--- src/rtl/core/fa_ram.sv ---
`default_nettype none

// Simple dual-port RAM, registered read, write-through on same address
module fa_ram #(
    parameter int unsigned WIDTH = 8,
    parameter int unsigned DEPTH = 256
) (
    input  logic                     clk,
    input  logic                     we,
    input  logic [$clog2(DEPTH)-1:0] waddr,
    input  logic [WIDTH-1:0]         wdata,
    input  logic                     re,
    input  logic [$clog2(DEPTH)-1:0] raddr,
    output logic [WIDTH-1:0]         rdata
);

    logic [WIDTH-1:0] mem [DEPTH];
    logic [WIDTH-1:0] rdata_reg;

    always_ff @(posedge clk)
    begin
        if (we)
        begin
            mem[waddr] <= wdata;
        end
    end

    // Read port; a write to the same address in this cycle is passed through
    always_ff @(posedge clk)
    begin
        if (re)
        begin
            if (we && (waddr == raddr))
            begin
                rdata_reg <= wdata;
            end
            else
            begin
                rdata_reg <= mem[raddr];
            end
        end
    end

    assign rdata = rdata_reg;

endmodule

`default_nettype wire

--- config.mk ---
export PLATFORM = sky130hd
export DESIGN_NAME = fa_ram
export DESIGN_NICKNAME = d
export VERILOG_FILES = /design/src/rtl/core/fa_ram.sv
export SDC_FILE = /design/constraint.sdc
export NUM_CORES = 2
export LEC_CHECK = 0
export BUFFER_PORTS_ARGS = -buffer_cell sky130_fd_sc_hd__buf_2
export CELL_PAD_IN_SITES_DETAIL_PLACEMENT = 0
export CELL_PAD_IN_SITES_GLOBAL_PLACEMENT = 1
export CORE_MARGIN = 5
export CORE_UTILIZATION = 50
export DETAILED_ROUTE_END_ITERATION = 8
export GPL_TIMING_DRIVEN = 0
export PLACE_DENSITY = 0.71
export SYNTH_ARGS = -nofsm -noshare
export SYNTH_HDL_FRONTEND = slang
export SYNTH_SLANG_ARGS = --single-unit
--- constraint.sdc ---
create_clock -name clk -period 2.35 [get_ports clk]
set_input_delay 0.1175 -clock clk [delete_from_list [all_inputs] [get_ports clk]]
set_output_delay 0.1175 -clock clk [all_outputs]
set_load 0.02 [all_outputs]
==> key figures <==
Layout
  – Max FFs per register: about 2000
  – Final nets: between 4000 and 5000
  – Finished Core Util: 57.8%
  – Area growth syn-to-layout: 14.7%
  – Finished Cell Area: about 0.092 mm^2
  – Fill cells: 11725
  – Fraction of layout cells with a size suffix above 1: 25.7%
  – Leading cell type in the layout, fill and taps excluded: edfxtp_1
  – Most frequent cells in the layout: 2056 x edfxtp_1, 350 x mux4_2, 308 x mux2i_1, 202 x clkbuf_16, 116 x nor2_1

Setup path
  – Setup CP Type: primary input to flip-flop
  – Critical Path Source: raddr[4]
  – Slowest CP cell: a2111oi_4
  – Worst-path fanout max: 10
  – R2r endpoint: rdata[2]
  – Register-to-register setup slack: -0.72 ns
  – Reg2reg start: mem[239][2]
  – Startpoint types: primary input
  – Critical Path Most Common Cell: buf_2
  – Crit path to: rdata[3]
  – Slowest cell delay on critical path: roughly 0.65 ns
  – Setup crit end kind: flip-flop
  – Req. time, crit path: between 2 and 3 ns
  – Critical Path, Cell by Cell: buf_2, buf_2, buf_4, buf_2, nand2_1, clkbuf_2, o22ai_1, o31ai_1, a2111oi_4, a21oi_2
  – Worst R2R Path Depth: 6
  – CP arrival: 3.68 ns

Synth
  – Post-synthesis cell count: 4007
  – Post-synth EDFFs: 2056
  – Number of synthesized register bits: 2056
  – Post-synthesis cell type count: 47
  – Seq/Total Area, Yosys: 77.3%
  – Avg Cell Area, Syn: 19.9 um^2
  – Most common flop cell mapped by yosys: edfxtp_1
  – Yosys warning count: 0
  – Mapped cell area: 0.0798 mm^2
  – Post-synth ARST share: 0%
  – Syn Nets: 4034

Detailed routing
  – Routed vias/inst: 6.57
  – Routed WL: between 200000 and 250000 um
  – DRC Markers: 0
  – DRT iter0 DRCs: a little over 6000
  – Antenna viol nets, final: 0
  – Drt wl/cell: 36.6 um
  – Via count: 42870
  – Drt first pass iters: 5

Die
  – Horiz. Die Dim: approximately 410 um
  – Die H: 410 um
  – Site row count: between 100 and 150
  – Initial core utilization: 50.3%
  – Core area: approximately 0.16 mm^2
  – Io pins: 35
  – Die Footprint: about 0.17 mm^2

Clock tree
  – Cts bufs inserted: between 200 and 250
  – H-Tree Depth: 4
  – CTS sink count: 2056
  – Clk slew on worst S/H paths: around 0.06 ns
  – CTS tree: done
  – Worst skew pair latency: 0.83 ns
  – Clock root buffer: clkbuf_16
  – CTS Buffer Depth: 3

STA
  – Final Hold Vio Count: 0
  – Fin Clk Skew: approximately 0.026 ns
  – Slew @ Worst Pin: approximately 1.4 ns
  – Final period util: 133%
  – Fmax: approximately 320 MHz
  – Max-slew violations: 0
  – Post-route setup slack: -0.776 ns
  – RSZ-0062 raised after global routing: yes
  – Min Tclk post-route: roughly 3.1 ns
  – Final setup vio count: 343
  – Slew HR: under 10%
  – Setup TNS Final: -19.99 ns

Global route
  – Pin count of the biggest net entering global routing: 178
  – Initial antenna violation count: 13
  – First-pass GRT wire length: 329000 um
  – All-Layer GR Usage: 28.3%
  – Vias in the first global route: 41905
  – GRT overflow: 0

Run status
  – Violated checks: negative setup slack
  – Status: finished with violations

Power and ir drop
  – P per Cell Area: 841 mW/mm^2
  – Peak VDD IR: approximately 0.75 mV
  – Lkg Pwr: about 29 nW

Min path
  – Hold Path Class: primary input to flip-flop

Place
  – Post-placement worst setup slack: -3.20 ns
  – Dpl hpwl: about 160000 um
  – Dpl cell area: 0.0831 mm^2
  – Port Buffers: 27
  – GP Congestion: 0.979

Run
  – Max-cap violations: 0
==> metrics by stage <==
| stage | hold slack [ns] | power, mW | cells |
|---|---|---|---|
| after floorplan | 0.216 | 43.2 | 4007 |
| after global placement | 0.474 | 45.4 | 6106 |
| after global routing | 0.307 | 79.0 | 6521 |
| after detailed placement | 0.483 | 45.4 | 6117 |
| final | 0.318 | 77.1 | 6528 |
| after CTS | 0.285 | 77.1 | 6508 |
==> logic make-up after synthesis <==
group | after synthesis | share of synthesized area, %
flops | 2056 | 77.3
mux | 665 | 13.8
simple gates | 541 | 2.97
compound gates | 480 | 4.19
buf+inv | 257 | 1.59
xor+xnor | 8 | 0.0878
==> cell usage after synthesis (6+ instances only) <==
cell type | number | share of area, %
o221ai_1 | 39 | 0.43
buf_2 | 51 | 0.32
a31o_2 | 7 | 0.077
buf_4 | 42 | 0.39
o21ai_0 | 62 | 0.39
buf_6 | 11 | 0.16
nand4_1 | 26 | 0.20
a221oi_1 | 59 | 0.65
a21oi_1 | 71 | 0.45
or4_1 | 8 | 0.075
buf_1 | 20 | 0.094
or3_1 | 7 | 0.055
edfxtp_1 | 2056 | 77
o22ai_1 | 65 | 0.51
mux4_2 | 350 | 9.9
a211oi_1 | 43 | 0.40
nand2_1 | 79 | 0.37
xor2_1 | 7 | 0.077
nor2b_1 | 30 | 0.24
nor2_1 | 295 | 1.4
a22oi_1 | 98 | 0.92
a41oi_1 | 7 | 0.077
nand2b_1 | 6 | 0.047
o31ai_1 | 11 | 0.10
a2111oi_0 | 7 | 0.077
nor3_1 | 40 | 0.25
nand3_1 | 39 | 0.24
clkbuf_1 | 126 | 0.59
mux2i_1 | 315 | 3.9
==> routing by layer <==
layer,up-vias,wire length [um],GRT usage (%),part of all wire [%]
met5,-,54,0,0.023
met1,22825,93200,39.4,39
met2,2377,110000,42.8,46
met3,482,25300,7.79,11
li1,17178,-,-,-
met4,8,10700,11.4,4.5
==> worst max-delay path, delay by kind of cell <==
kind / cells / cell delay, ns
buf+inv: 5 / 1.79
compound gates: 4 / 1.50
simple gates: 1 / 0.25
==> layout make-up <==
class / count / area [um^2] / share of cell area (%)
clock inverters: 128 / 1280 / 1.39
inverters: 7 / 35.0 / 0.0382
clock buffers: 246 / 5220 / 5.70
flip-flops and latches: 2056 / 61700 / 67.4
repair buffers: 69 / 786 / 0.858
plain buffers: 249 / 1600 / 1.75
diodes: 7 / 17.5 / 0.0191
well taps: 2072 / 2590 / 2.83
multi-input cells: 1694 / 18300 / 20.0
==> what timing repair did <==
action,4_1_cts,5_1_grt
hold endpoints to repair,821,0
buffers inserted,9,13
hold buffers,9,0
resized for setup,368,153
pin swaps,44,32
setup endpoints to repair,1102,1016
==> worst min-delay path by stage <==
| stage | start | cells after the start | slack [ns] | endpoint |
|---|---|---|---|---|
| after global routing | raddr[7] | 6 | 0.31 | rdata[6] |
| after detailed placement | re | 1 | 0.48 | rdata[4] |
| final | wdata[2] | 2 | 0.32 | mem[177][2] |
| after CTS | waddr[2] | 4 | 0.29 | mem[157][7] |
| after global placement | re | 1 | 0.47 | rdata[6] |
| after floorplan | wdata[0] | 0 | 0.22 | mem[0][0] |
==> power by group <==
group	internal (mW)	switching [mW]
Combinational	1.35	3.17
Clock	18.2	13.8
Sequential	40.4	0.0209
Power figures use the tool's default switching activity.
